$ cat src/hw/rtl/rau_pkg.sv
package rau_pkg;

  localparam int DEF_OPERAND_WIDTH = 16;
  localparam int FIELD_W           = 16;
  localparam int CMD_W             = 3;
  localparam int RES_NUM_W         = 33;
  localparam int RES_DEN_W         = 31;

  localparam logic [CMD_W-1:0] CMD_ADD = 3'd0;
  localparam logic [CMD_W-1:0] CMD_SUB = 3'd1;
  localparam logic [CMD_W-1:0] CMD_MUL = 3'd2;
  localparam logic [CMD_W-1:0] CMD_DIV = 3'd3;
  localparam logic [CMD_W-1:0] CMD_CMP = 3'd4;

  // multiplier operand selection
  localparam logic [1:0] MUL_X = 2'd0;  // a_num * b_den
  localparam logic [1:0] MUL_Y = 2'd1;  // b_num * a_den
  localparam logic [1:0] MUL_D = 2'd2;  // a_den * b_den
  localparam logic [1:0] MUL_N = 2'd3;  // a_num * b_num

  typedef struct packed {
    logic [CMD_W-1:0]          command;
    logic signed [FIELD_W-1:0] a_num;
    logic signed [FIELD_W-1:0] a_den;
    logic signed [FIELD_W-1:0] b_num;
    logic signed [FIELD_W-1:0] b_den;
  } rau_in_t;

  typedef struct packed {
    logic signed [RES_NUM_W-1:0] res_num;
    logic [RES_DEN_W-1:0]        res_den;
    logic                        is_less;
    logic                        is_equal;
    logic                        is_greater;
    logic                        div_by_zero;
    logic                        zero_den_fixed;
  } rau_out_t;

  typedef struct packed {
    logic       load_in;
    logic       mul_en;
    logic [1:0] mul_sel;
    logic       form;
    logic       gcd_start;
    logic       div_start;
    logic       div_den;
    logic       cap_num;
    logic       cap_den;
    logic       out_load;
  } rau_cmd_t;

  typedef struct packed {
    logic gcd_done;
    logic div_done;
  } rau_sts_t;

endpackage

$ cat src/hw/rtl/rau_gcd.sv
module rau_gcd #(
  parameter int DW = 32
) (
  input  logic          clk,
  input  logic          rst_n,
  input  logic          start,
  input  logic [DW-1:0] u_in,
  input  logic [DW-1:0] v_in,
  output logic          done,
  output logic [DW-1:0] g
);

  localparam int KW = $clog2(DW + 1);

  logic [DW-1:0] u_r, u_nxt;
  logic [DW-1:0] v_r, v_nxt;
  logic [KW-1:0] k_r, k_nxt;
  logic [DW-1:0] g_r, g_nxt;
  logic          busy_r, busy_nxt;
  logic          done_r, done_nxt;

  always_comb begin
    u_nxt    = u_r;
    v_nxt    = v_r;
    k_nxt    = k_r;
    g_nxt    = g_r;
    busy_nxt = busy_r;
    done_nxt = 1'b0;
    if (start) begin
      u_nxt    = u_in;
      v_nxt    = v_in;
      k_nxt    = '0;
      busy_nxt = 1'b1;
    end else if (busy_r) begin
      if (u_r == '0 || v_r == '0) begin
        g_nxt    = (u_r | v_r) << k_r;
        busy_nxt = 1'b0;
        done_nxt = 1'b1;
      end else if (!u_r[0] && !v_r[0]) begin
        u_nxt = u_r >> 1;
        v_nxt = v_r >> 1;
        k_nxt = k_r + 1'b1;
      end else if (!u_r[0]) begin
        u_nxt = u_r >> 1;
      end else if (!v_r[0]) begin
        v_nxt = v_r >> 1;
      end else if (u_r >= v_r) begin
        u_nxt = u_r - v_r;
      end else begin
        v_nxt = v_r - u_r;
      end
    end
  end

  always_ff @(posedge clk) begin
    if (!rst_n) begin
      busy_r <= 1'b0;
      done_r <= 1'b0;
    end else begin
      busy_r <= busy_nxt;
      done_r <= done_nxt;
    end
  end

  always_ff @(posedge clk) begin
    u_r <= u_nxt;
    v_r <= v_nxt;
    k_r <= k_nxt;
    g_r <= g_nxt;
  end

  assign done = done_r;
  assign g    = g_r;

endmodule

$ cat src/hw/rtl/rau_div.sv
module rau_div #(
  parameter int DW = 32
) (
  input  logic          clk,
  input  logic          rst_n,
  input  logic          start,
  input  logic [DW-1:0] dividend,
  input  logic [DW-1:0] divisor,
  output logic          done,
  output logic [DW-1:0] quot
);

  localparam int CW = (DW > 1) ? $clog2(DW) : 1;

  logic [DW-1:0] rem_r, rem_nxt;
  logic [DW-1:0] q_r, q_nxt;
  logic [DW-1:0] dv_r, dv_nxt;
  logic [CW-1:0] cnt_r, cnt_nxt;
  logic          busy_r, busy_nxt;
  logic          done_r, done_nxt;
  logic [DW:0]   trial;
  logic [DW:0]   diff;
  logic          ge;

  assign trial = {rem_r, q_r[DW-1]};
  assign diff  = trial - {1'b0, dv_r};
  assign ge    = trial >= {1'b0, dv_r};

  always_comb begin
    rem_nxt  = rem_r;
    q_nxt    = q_r;
    dv_nxt   = dv_r;
    cnt_nxt  = cnt_r;
    busy_nxt = busy_r;
    done_nxt = 1'b0;
    if (start) begin
      rem_nxt  = '0;
      q_nxt    = dividend;
      dv_nxt   = divisor;
      cnt_nxt  = '0;
      busy_nxt = 1'b1;
    end else if (busy_r) begin
      rem_nxt = ge ? diff[DW-1:0] : trial[DW-1:0];
      q_nxt   = {q_r[DW-2:0], ge};
      cnt_nxt = cnt_r + 1'b1;
      if (cnt_r == CW'(DW - 1)) begin
        busy_nxt = 1'b0;
        done_nxt = 1'b1;
      end
    end
  end

  always_ff @(posedge clk) begin
    if (!rst_n) begin
      busy_r <= 1'b0;
      done_r <= 1'b0;
    end else begin
      busy_r <= busy_nxt;
      done_r <= done_nxt;
    end
  end

  always_ff @(posedge clk) begin
    rem_r <= rem_nxt;
    q_r   <= q_nxt;
    dv_r  <= dv_nxt;
    cnt_r <= cnt_nxt;
  end

  assign done = done_r;
  assign quot = q_r;

endmodule

$ cat src/hw/rtl/rau_ctrl.sv
module rau_ctrl (
  input  logic              clk,
  input  logic              rst_n,
  input  logic              in_valid,
  output logic              in_stall,
  output logic              out_valid,
  input  logic              out_stall,
  output rau_pkg::rau_cmd_t cmd,
  input  rau_pkg::rau_sts_t sts
);

  localparam logic [3:0] S_IDLE  = 4'd0;
  localparam logic [3:0] S_PX    = 4'd1;
  localparam logic [3:0] S_PY    = 4'd2;
  localparam logic [3:0] S_PD    = 4'd3;
  localparam logic [3:0] S_PN    = 4'd4;
  localparam logic [3:0] S_FORM  = 4'd5;
  localparam logic [3:0] S_GST   = 4'd6;
  localparam logic [3:0] S_GWAIT = 4'd7;
  localparam logic [3:0] S_NST   = 4'd8;
  localparam logic [3:0] S_NWAIT = 4'd9;
  localparam logic [3:0] S_DST   = 4'd10;
  localparam logic [3:0] S_DWAIT = 4'd11;
  localparam logic [3:0] S_LOAD  = 4'd12;

  logic [3:0] state_r, state_nxt;
  logic       out_valid_r, out_valid_nxt;

  always_comb begin
    state_nxt = state_r;
    cmd       = '0;
    case (state_r)
      S_IDLE: begin
        if (in_valid) begin
          cmd.load_in = 1'b1;
          state_nxt   = S_PX;
        end
      end
      S_PX: begin
        cmd.mul_en  = 1'b1;
        cmd.mul_sel = rau_pkg::MUL_X;
        state_nxt   = S_PY;
      end
      S_PY: begin
        cmd.mul_en  = 1'b1;
        cmd.mul_sel = rau_pkg::MUL_Y;
        state_nxt   = S_PD;
      end
      S_PD: begin
        cmd.mul_en  = 1'b1;
        cmd.mul_sel = rau_pkg::MUL_D;
        state_nxt   = S_PN;
      end
      S_PN: begin
        cmd.mul_en  = 1'b1;
        cmd.mul_sel = rau_pkg::MUL_N;
        state_nxt   = S_FORM;
      end
      S_FORM: begin
        cmd.form  = 1'b1;
        state_nxt = S_GST;
      end
      S_GST: begin
        cmd.gcd_start = 1'b1;
        state_nxt     = S_GWAIT;
      end
      S_GWAIT: begin
        if (sts.gcd_done) begin
          state_nxt = S_NST;
        end
      end
      S_NST: begin
        cmd.div_start = 1'b1;
        state_nxt     = S_NWAIT;
      end
      S_NWAIT: begin
        if (sts.div_done) begin
          cmd.cap_num = 1'b1;
          state_nxt   = S_DST;
        end
      end
      S_DST: begin
        cmd.div_start = 1'b1;
        cmd.div_den   = 1'b1;
        state_nxt     = S_DWAIT;
      end
      S_DWAIT: begin
        if (sts.div_done) begin
          cmd.cap_den = 1'b1;
          state_nxt   = S_LOAD;
        end
      end
      S_LOAD: begin
        if (!out_valid_r || !out_stall) begin
          cmd.out_load = 1'b1;
          state_nxt    = S_IDLE;
        end
      end
      default: begin
        state_nxt = S_IDLE;
      end
    endcase
  end

  always_comb begin
    if (cmd.out_load) begin
      out_valid_nxt = 1'b1;
    end else if (!out_stall) begin
      out_valid_nxt = 1'b0;
    end else begin
      out_valid_nxt = out_valid_r;
    end
  end

  always_ff @(posedge clk) begin
    if (!rst_n) begin
      state_r     <= S_IDLE;
      out_valid_r <= 1'b0;
    end else begin
      state_r     <= state_nxt;
      out_valid_r <= out_valid_nxt;
    end
  end

  assign in_stall  = (state_r != S_IDLE);
  assign out_valid = out_valid_r;

endmodule

$ cat src/hw/rtl/rau_datapath.sv
module rau_datapath #(
  parameter int OPERAND_WIDTH = rau_pkg::DEF_OPERAND_WIDTH
) (
  input  logic              clk,
  input  logic              rst_n,
  input  rau_pkg::rau_in_t  in_data,
  output rau_pkg::rau_out_t out_data,
  input  rau_pkg::rau_cmd_t cmd,
  output rau_pkg::rau_sts_t sts
);

  localparam int W  = OPERAND_WIDTH;
  localparam int DW = 2 * W;
  localparam int EW = (W > rau_pkg::FIELD_W) ? W : rau_pkg::FIELD_W;
  localparam int NW = (DW > rau_pkg::RES_NUM_W) ? DW : rau_pkg::RES_NUM_W;
  localparam int QW = (DW > rau_pkg::RES_DEN_W) ? DW : rau_pkg::RES_DEN_W;

  // operand sign and magnitude
  logic [EW-1:0] an_z, ad_z, bn_z, bd_z;
  logic [W-1:0]  an_w, ad_w, bn_w, bd_w;
  logic [W-1:0]  an_mag, ad_mag, bn_mag, bd_mag;
  logic          ad_zero, bd_zero;

  assign an_z = EW'($unsigned(in_data.a_num));
  assign ad_z = EW'($unsigned(in_data.a_den));
  assign bn_z = EW'($unsigned(in_data.b_num));
  assign bd_z = EW'($unsigned(in_data.b_den));
  assign an_w = an_z[W-1:0];
  assign ad_w = ad_z[W-1:0];
  assign bn_w = bn_z[W-1:0];
  assign bd_w = bd_z[W-1:0];

  assign ad_zero = (ad_w == '0);
  assign bd_zero = (bd_w == '0);
  assign an_mag  = an_w[W-1] ? (~an_w + 1'b1) : an_w;
  assign bn_mag  = bn_w[W-1] ? (~bn_w + 1'b1) : bn_w;
  assign ad_mag  = ad_zero ? W'(1) : (ad_w[W-1] ? (~ad_w + 1'b1) : ad_w);
  assign bd_mag  = bd_zero ? W'(1) : (bd_w[W-1] ? (~bd_w + 1'b1) : bd_w);

  logic [rau_pkg::CMD_W-1:0] cmd_r;
  logic                      a_neg_r, b_neg_r, fixed_r;
  logic [W-1:0]              an_r, ad_r, bn_r, bd_r;
  logic [DW-1:0]             x_r, y_r, pd_r, pn_r;
  logic [DW-1:0]             n_r, n_nxt, d_r, d_nxt;
  logic                      neg_r, neg_nxt;
  logic                      lt_r, lt_nxt, eq_r, eq_nxt, gt_r, gt_nxt, dz_r, dz_nxt;
  logic [DW-1:0]             qn_r, qd_r;
  rau_pkg::rau_out_t         out_r, out_nxt;

  // shared multiplier
  logic [W-1:0]  mul_a, mul_b;
  logic [DW-1:0] prod;

  always_comb begin
    case (cmd.mul_sel)
      rau_pkg::MUL_X: begin
        mul_a = an_r;
        mul_b = bd_r;
      end
      rau_pkg::MUL_Y: begin
        mul_a = bn_r;
        mul_b = ad_r;
      end
      rau_pkg::MUL_D: begin
        mul_a = ad_r;
        mul_b = bd_r;
      end
      default: begin
        mul_a = an_r;
        mul_b = bn_r;
      end
    endcase
  end

  assign prod = mul_a * mul_b;

  // signed sum of the cross products
  logic          y_neg;
  logic          s_neg;
  logic [DW-1:0] s_mag;

  assign y_neg = b_neg_r ^ ((cmd_r == rau_pkg::CMD_SUB) || (cmd_r == rau_pkg::CMD_CMP));

  always_comb begin
    if (a_neg_r == y_neg) begin
      s_neg = a_neg_r;
      s_mag = x_r + y_r;
    end else if (x_r >= y_r) begin
      s_neg = a_neg_r;
      s_mag = x_r - y_r;
    end else begin
      s_neg = y_neg;
      s_mag = y_r - x_r;
    end
    if (s_mag == '0) begin
      s_neg = 1'b0;
    end
  end

  always_comb begin
    n_nxt   = '0;
    d_nxt   = DW'(1);
    neg_nxt = 1'b0;
    lt_nxt  = 1'b0;
    eq_nxt  = 1'b0;
    gt_nxt  = 1'b0;
    dz_nxt  = 1'b0;
    case (cmd_r)
      rau_pkg::CMD_ADD, rau_pkg::CMD_SUB: begin
        n_nxt   = s_mag;
        d_nxt   = pd_r;
        neg_nxt = s_neg;
      end
      rau_pkg::CMD_MUL: begin
        n_nxt   = pn_r;
        d_nxt   = pd_r;
        neg_nxt = a_neg_r ^ b_neg_r;
      end
      rau_pkg::CMD_DIV: begin
        if (bn_r == '0) begin
          dz_nxt = 1'b1;
        end else begin
          n_nxt   = x_r;
          d_nxt   = y_r;
          neg_nxt = a_neg_r ^ b_neg_r;
        end
      end
      rau_pkg::CMD_CMP: begin
        lt_nxt = s_neg;
        eq_nxt = (s_mag == '0);
        gt_nxt = !s_neg && (s_mag != '0);
      end
      default: begin
        n_nxt = '0;
      end
    endcase
  end

  // reduction by gcd and exact division
  logic          gcd_done, div_done;
  logic [DW-1:0] g, quot;

  rau_gcd #(.DW(DW)) u_gcd (
    .clk   (clk),
    .rst_n (rst_n),
    .start (cmd.gcd_start),
    .u_in  (n_r),
    .v_in  (d_r),
    .done  (gcd_done),
    .g     (g)
  );

  rau_div #(.DW(DW)) u_div (
    .clk      (clk),
    .rst_n    (rst_n),
    .start    (cmd.div_start),
    .dividend (cmd.div_den ? d_r : n_r),
    .divisor  (g),
    .done     (div_done),
    .quot     (quot)
  );

  assign sts.gcd_done = gcd_done;
  assign sts.div_done = div_done;

  // result formatting
  logic [NW-1:0] qn_x, qn_s;
  logic [QW-1:0] qd_x;

  assign qn_x = NW'(qn_r);
  assign qn_s = neg_r ? (~qn_x + 1'b1) : qn_x;
  assign qd_x = QW'(qd_r);

  always_comb begin
    out_nxt                = out_r;
    out_nxt.res_num        = qn_s[rau_pkg::RES_NUM_W-1:0];
    out_nxt.res_den        = qd_x[rau_pkg::RES_DEN_W-1:0];
    out_nxt.is_less        = lt_r;
    out_nxt.is_equal       = eq_r;
    out_nxt.is_greater     = gt_r;
    out_nxt.div_by_zero    = dz_r;
    out_nxt.zero_den_fixed = fixed_r;
  end

  always_ff @(posedge clk) begin
    if (cmd.load_in) begin
      cmd_r   <= in_data.command;
      a_neg_r <= an_w[W-1] ^ ad_w[W-1];
      b_neg_r <= bn_w[W-1] ^ bd_w[W-1];
      fixed_r <= ad_zero || bd_zero;
      an_r    <= an_mag;
      ad_r    <= ad_mag;
      bn_r    <= bn_mag;
      bd_r    <= bd_mag;
    end
    if (cmd.mul_en) begin
      case (cmd.mul_sel)
        rau_pkg::MUL_X: x_r  <= prod;
        rau_pkg::MUL_Y: y_r  <= prod;
        rau_pkg::MUL_D: pd_r <= prod;
        default:        pn_r <= prod;
      endcase
    end
    if (cmd.form) begin
      n_r   <= n_nxt;
      d_r   <= d_nxt;
      neg_r <= neg_nxt;
      lt_r  <= lt_nxt;
      eq_r  <= eq_nxt;
      gt_r  <= gt_nxt;
      dz_r  <= dz_nxt;
    end
    if (cmd.cap_num) begin
      qn_r <= quot;
    end
    if (cmd.cap_den) begin
      qd_r <= quot;
    end
    if (cmd.out_load) begin
      out_r <= out_nxt;
    end
  end

  assign out_data = out_r;

endmodule

$ cat src/hw/rtl/rational_arithmetic_unit_top.sv
// the result is formed from the input transfer through the four products, the signed sum,
// a binary gcd loop over 2*OPERAND_WIDTH-bit values and two exact divisions by the gcd;
// one item in flight at a time
// next input transfer is taken once the result sits in the output register
// reset (synchronous, active low) returns the controller to idle and empties the output
module rational_arithmetic_unit_top #(
  parameter int OPERAND_WIDTH = rau_pkg::DEF_OPERAND_WIDTH
) (
  input  logic              clk,
  input  logic              rst_n,
  input  logic              in_valid,
  output logic              in_stall,
  input  rau_pkg::rau_in_t  in_data,
  output logic              out_valid,
  input  logic              out_stall,
  output rau_pkg::rau_out_t out_data
);

  rau_pkg::rau_cmd_t cmd;
  rau_pkg::rau_sts_t sts;

  rau_ctrl u_ctrl (
    .clk       (clk),
    .rst_n     (rst_n),
    .in_valid  (in_valid),
    .in_stall  (in_stall),
    .out_valid (out_valid),
    .out_stall (out_stall),
    .cmd       (cmd),
    .sts       (sts)
  );

  rau_datapath #(.OPERAND_WIDTH(OPERAND_WIDTH)) u_datapath (
    .clk      (clk),
    .rst_n    (rst_n),
    .in_data  (in_data),
    .out_data (out_data),
    .cmd      (cmd),
    .sts      (sts)
  );

endmodule
$ cat config.mk
export PLATFORM = sky130hd
export DESIGN_NAME = rational_arithmetic_unit_top
export DESIGN_NICKNAME = d
export VERILOG_FILES = /design/src/hw/rtl/rau_pkg.sv /design/src/hw/rtl/rau_gcd.sv /design/src/hw/rtl/rau_div.sv /design/src/hw/rtl/rau_ctrl.sv /design/src/hw/rtl/rau_datapath.sv /design/src/hw/rtl/rational_arithmetic_unit_top.sv
export SDC_FILE = /design/constraint.sdc
export NUM_CORES = 2
export LEC_CHECK = 0
export BUFFER_PORTS_ARGS = -buffer_cell sky130_fd_sc_hd__clkbuf_2
export CAP_MARGIN = 5
export CORE_MARGIN = 10
export CORE_UTILIZATION = 30
export DETAILED_ROUTE_END_ITERATION = 12
export PLACE_DENSITY = 0.54
export SLEW_MARGIN = 5
export SYNTH_ARGS = -nofsm -noshare
export SYNTH_HDL_FRONTEND = slang
export SYNTH_SLANG_ARGS = --single-unit
$ cat constraint.sdc
create_clock -name clk -period 12.55 [get_ports clk]
set_input_delay 2.51 -clock clk [delete_from_list [all_inputs] [get_ports clk]]
set_output_delay 2.51 -clock clk [all_outputs]
set_load 0.005 [all_outputs]
# Word level (Yosys, flattened, before mapping)
# Index checks and enable logic that the tools add are counted.
# classes
add_sub_neg	13
multipliers	1
n_lt_le_gt_ge	3
eq_ne	30
n_shift	1
muxes	65
bitwise_logic	18
reduce_logical	45
# ops
operator	count
$mux W32	23
$sub A32 B32 Y32	5
$logic_not A32 Y1	3
$pmux W32 S3	1
$add A16 B1 Y16 const B	4
$ge A32 B32 Y1	2
$not A16 Y16	4
$pmux W16 S2	2
$pmux W32 S2	1
$mux W15	4
$pmux W4 S13	1
$logic_not A16 Y1	3
$add A33 B1 Y33 const B	1
$ge A33 B32 Y1	1
$not A32 Y33	1
$add A32 B32 Y32	1
$mul A16 B16 Y32	1
$or A32 B32 Y32	1
$reduce_bool A32 Y1	1
$shl A32 B6 Y32	1
$mux W1	26
$eq A4 B4 Y1 const B	5
$mux W4	5
$eq A4 B3 Y1 const B	4
other kinds (34)	75
# totals
regBits	611
in_bits	71
out_inout_bits	71
wordCells	225

# Depth between registers and ports, before layout
# depth
ltp_word	9
ltp_mapped	37
depth_no_buf	32

# Hierarchy
# Synthesis repeated with hierarchy kept, for this count alone.
# hier_totals
hier_cells	4611
hier_area_um2	46160.5
# modules_own_cells
mod	n_inst	cells_each	area_each_um2	seq_area_each_um2
rau_datapath	1	2792	29555.8	11981.5
rau_gcd	1	1196	10396.2	3042.9
rau_div	1	566	5784.3	2702.6
rau_ctrl	1	57	424.2	100.1

# Worst setup path before layout
# No wires, ideal clock.
# synth_timing
kind	reg-to-reg
from	register u_ctrl.state_r[0]
to	register u_datapath.pd_r[28], data pin
setup_time_ns	0.273
arrival_time_ns	10.621
t_required_ns	12.277
path_slack_ns	1.656
path_stages_with_launch	32
n_path_buf	4
synth_period_minus_slack_ns	10.894
path_cell_list	dfxtp_1 > clkbuf_1 > nor2b_1 > nor3b_1 > nor2_1 > ha_1 > clkbuf_1 > clkbuf_1 > nor2_1 > a21oi_1 > nand2_1 > fa_1 > fa_1 > fa_1 > fa_1 > inv_1 > fa_1 > inv_1 > fa_1 > inv_1 > ha_1 > clkbuf_1 > and3_1 > o311ai_0 > nand4b_1 > o31ai_1 > a31oi_1 > a41o_1 > o41ai_1 > o21bai_1 > a21oi_1 > xnor2_1
# synth_between
elab_chain_cells	6
word_cells_on_any_way	12
classes_between	mul (1); eq/ne (6); mux (3); reduce/logical (2)
# synth_rtl
item	line_no	source
start: declaration	rau_ctrl.sv:26	logic [3:0] state_r, state_nxt;
start signal: assignment	rau_ctrl.sv:120	state_r <= state_nxt;
$eq A4 B3 Y1 (tied with other cells)	rau_ctrl.sv:32	case (state_r)
$pmux W3 S4 (*)	rau_ctrl.sv:32	
$eq A2 B2 Y1 / $logic_not A2 Y1 (equally long branches)	rau_datapath.sv:55	case (cmd.mul_sel)
$reduce_or A2 Y1 (no source line)	-	
$pmux W16 S2	rau_datapath.sv:55	
$mul A16 B16 Y32 (*)	rau_datapath.sv:75	assign prod = mul_a * mul_b;
net u_datapath.prod[28]	rau_datapath.sv:52	logic [DW-1:0] prod;
end signal: assignment	rau_datapath.sv:200	rau_pkg::MUL_D: pd_r <= prod;
end: declaration	rau_datapath.sv:43	logic [DW-1:0] x_r, y_r, pd_r, pn_r;
# The timed path passes the listed nets; every way through them passes the cells marked *.
# A chain may end at the register's enable or synchronous reset.

# Worst setup path in the final report
# layout_timing
from	register u_ctrl.state_r[1]
to	register u_datapath.y_r[28], data pin
# layout_between
elab_chain_cells	6
word_cells_on_any_way	12
classes_between	mul (1); eq/ne (6); mux (3); reduce/logical (2)
# layout_rtl
item	line_no	source
$eq A4 B3 Y1 (tied with other cells)	rau_ctrl.sv:32	
$pmux W3 S4 (*)	rau_ctrl.sv:32	
$eq A2 B2 Y1 / $logic_not A2 Y1 (equally long branches)	rau_datapath.sv:55	
$reduce_or A2 Y1 (no source line)	-	
$pmux W16 S2	rau_datapath.sv:55	
$mul A16 B16 Y32 (*)	rau_datapath.sv:75	
net u_datapath.prod[28]	rau_datapath.sv:52	
end signal: assignment	rau_datapath.sv:199	rau_pkg::MUL_Y: y_r <= prod;
end: declaration	rau_datapath.sv:43	
# Marks and branches as above.

==> impl_results.md <==
* Status: finished, final reports clean
* Layout area overhead at 11.94%
* Clk buf depth at 3
* Fmax at 95.02 MHz
* Routed WL at 141800 um
* Layout Nets at around 5300
* Vias in the first global route at 34860
* Tightest Pin Transition at 1302 ps
* Yosys reg bits at 611
* Final WS setup at between 2000 and 2500 ps
* # H-tree levels at 3
* I/O pin count at 142
* GR Util All Layers at 16.41%
* Setup Fix Bufs, Post-CTS at 0
* Slew margin rel. at a little over an eighth
* CTS sink cnt at about 610
* Post-route ant nets at 0
* Grt total ovfl at 0
* Hold Vio Cnt, Final at 0
* Synth area leaders: edfxtp_1, ha_1, fa_1
* Worst R2R Start: u_ctrl.state_r[1]
* Clock slew at reported path FFs at ~60 ps
* Async SR Flop Fraction at 0%
* Post-CTS resize count at 0
* WP data required at between 10000 and 15000 ps
* Post-route insts no fill at approximately 6800
* # hold bufs at CTS at 0
* CTS root buf: clkbuf_16
* CP top delay family: adder cells
* Reg2reg path depth at 27
* Dominant cell type by area after synthesis: edfxtp_1
* DIE AREA at 167300 um^2
* Share of the synthesized area in the top cell type at between 30% and 40%
* Register area share after synthesis at between 30% and 40%
* Num CTS Buffers at 72
* Tcrit/Tclk final at about 84%
* Placeable Area at about 150000 um^2
* Drt first pass iters at 8
* Number of DRC markers in iteration 0 at about 3300
* Final-report setup violation count at 0
* Worst reg2reg setup slack at roughly 2000 ps
* Yosys warns at 0
* Final critical path time including I/O delays and setup at approximately 11000 ps
* Final Max Slew Viols at 0
* Synth top cells by count: edfxtp_1, inv_1, nor2_1
* Mapped Avg Cell Area at 9.804 um^2
* Syn_nets at 5239
* Vias per cell at 5.179
* Avg WL per Cell at about 21 um
* Setup Skew at ~39 ps
* Buffers plus inverters on the worst setup path at 3
* Synthesized instance count at ~4600
* # rows at ~140
* Max stage delay on crit path at roughly 1100 ps
* Largest net degree at the start of global routing at 70
* Layout cells sized above 1 at roughly 8.5%
* EDFF count, synth at 559
* Die height at between 400 and 500 um
* FF-to-FF End: u_datapath.y_r[28]
* Starting Density at 30.24%
* Arr. time, crit path at 10900 ps
* RSZ-0062 raised after global routing: no
* First-pass GRT wire length at about 220000 um
* Setup_tns at 0 ps
* Post-DP HPWL at ~110000 um
* Chip Width at slightly above 400 um
* CP startpoint: u_ctrl.state_r[1]
* Max_cap viols at 0
* Critical setup path kind: reg2reg
* Min-Delay Path Class: reg2reg
* Most common cell in the synthesized netlist: edfxtp_1
* Setup crit start kind: register
* Antenna violations before repair at 7
* Routed vias at approximately 35000
* Worst slack, placed at approximately 2100 ps
* CP endpoint: u_datapath.y_r[28]
* Distinct cell type count after synthesis at 90
* Main flop type after synthesis: edfxtp_1
* Crit. End Element: register
* Worst path most repeated cell: fa_1
* # DRC at 0
* Crit path max fanout at 33
* Placed insts at between 6000 and 7000
* Worst path slowest cell: ha_1
* WHS at just over 400 ps
* GP Congestion at 0.9337
* Hold Crit Start: u_datapath.u_gcd.g[23]
* Critical path depth in cells at 27
* Insertion delay to the later sink of the worst-skew pair at between 600 and 700 ps
* PortBufs at ~140
* TritonCTS clock tree: done
* Synthesized area at about 45000 um^2
## worst min-delay path by stage
stage | slack (ps) | cells past startpoint | endpoint
4_1_cts | 410 | 0 | u_datapath.u_div.dv_r[21]
2_1_floorplan | 400 | 0 | u_datapath.out_data[0]
3_5_place_dp | 400 | 0 | u_datapath.out_data[21]
3_3_place_gp | 400 | 0 | u_datapath.u_div.dv_r[1]
6_report | 410 | 0 | u_datapath.u_div.dv_r[23]
5_1_grt | 420 | 0 | u_datapath.u_div.dv_r[1]
## logic make-up (layout without fill, tap and decap cells)
family / after synthesis / after routing / synth area share (%)
flops: 611 / 611 / 39.27
simple gates: 1292 / 1292 / 13.25
mux: 124 / 124 / 3.079
other cells: 0 / 1 / 0
xor+xnor: 224 / 224 / 4.322
fa+ha+maj: 538 / 538 / 18.14
buf+inv: 720 / 844 / 6.050
compound gates: 1121 / 1121 / 15.89
## worst reg2reg max path: cells and delay by family, from the launching register on
family / cells / cell delay, ps
flops: 1 / 600
simple gates: 6 / 1760
fa+ha+maj: 8 / 4470
buf+inv: 3 / 150
compound gates: 9 / 3140
xor+xnor: 1 / 120
## cell usage in the layout (no fill, tap or decap), types with 36 or more instances in the layout
master	synthesis	layout
ha_1	338	338
a211oi_1	48	48
nand3_1	88	87
nor3_1	70	69
nand2b_1	39	39
a21oi_1	343	341
nor2b_1	38	38
nand2_1	376	376
fa_1	200	200
o21bai_1	47	47
dfxtp_1	52	50
mux2i_1	98	98
clkbuf_2	0	141
clkbuf_16	0	73
inv_1	503	503
or3_1	39	39
nor4_1	47	47
edfxtp_1	559	559
a22oi_1	57	57
o21ai_0	238	236
a21o_1	69	69
buf_4	1	63
nand4_1	36	36
o31ai_1	46	46
xnor2_1	195	194
nor2_1	429	427
## per-layer routing
layer	GRT usage, %	wire, um	up-vias
met3	2.323	8470	253
met2	26.39	64290	1173
li1	-	-	16540
met5	0	13	-
met4	6.171	5280	2
met1	22.27	63780	17100
## state kept, by name, summed over array words and instances, names as in the netlist, 6 cells and up
| register | cells |
|---|---|
| u_datapath.d_r | 32 |
| u_datapath.an_r | 16 |
| u_datapath.bd_r | 16 |
| u_datapath.out_data | 69 |
| u_datapath.bn_r | 16 |
| u_datapath.u_div.quot | 32 |
| u_datapath.u_gcd.g | 32 |
| u_datapath.pd_r | 32 |
| u_datapath.qd_r | 31 |
| u_datapath.pn_r | 32 |
| u_datapath.n_r | 32 |
| u_datapath.u_div.rem_r | 32 |
| u_datapath.u_gcd.v_r | 32 |
| u_datapath.ad_r | 16 |
| u_datapath.u_gcd.k_r | 6 |
| u_datapath.y_r | 32 |
| u_datapath.u_div.dv_r | 32 |
| u_datapath.u_gcd.u_r | 32 |
| u_datapath.x_r | 32 |
| u_datapath.qn_r | 32 |
## stage by stage
step                      utilization, %  instance area (um^2)
after global placement             32.21                 48350
after CTS                          33.84                 50810
final                              33.85                 50810
after floorplan                        -                 45390
after detailed placement           32.21                 48350
after global routing               33.84                 50810
## cell type report
class | instances | area, um^2
Multi-Input combinational cell | 3299 | 24910
Clock inverter | 46 | 545.5
Fill cell | 15240 | 99320
Inverter | 508 | 1907
Sequential cell | 611 | 17830
Tap cell | 2016 | 2522
Antenna cell | 1 | 2.502
Clock buffer | 86 | 1916
Timing Repair Buffer | 204 | 1179
Power is left out: the tool's default activity adds up to more than one toggle a clock period on the data nets, which glitch-free logic cannot reach.
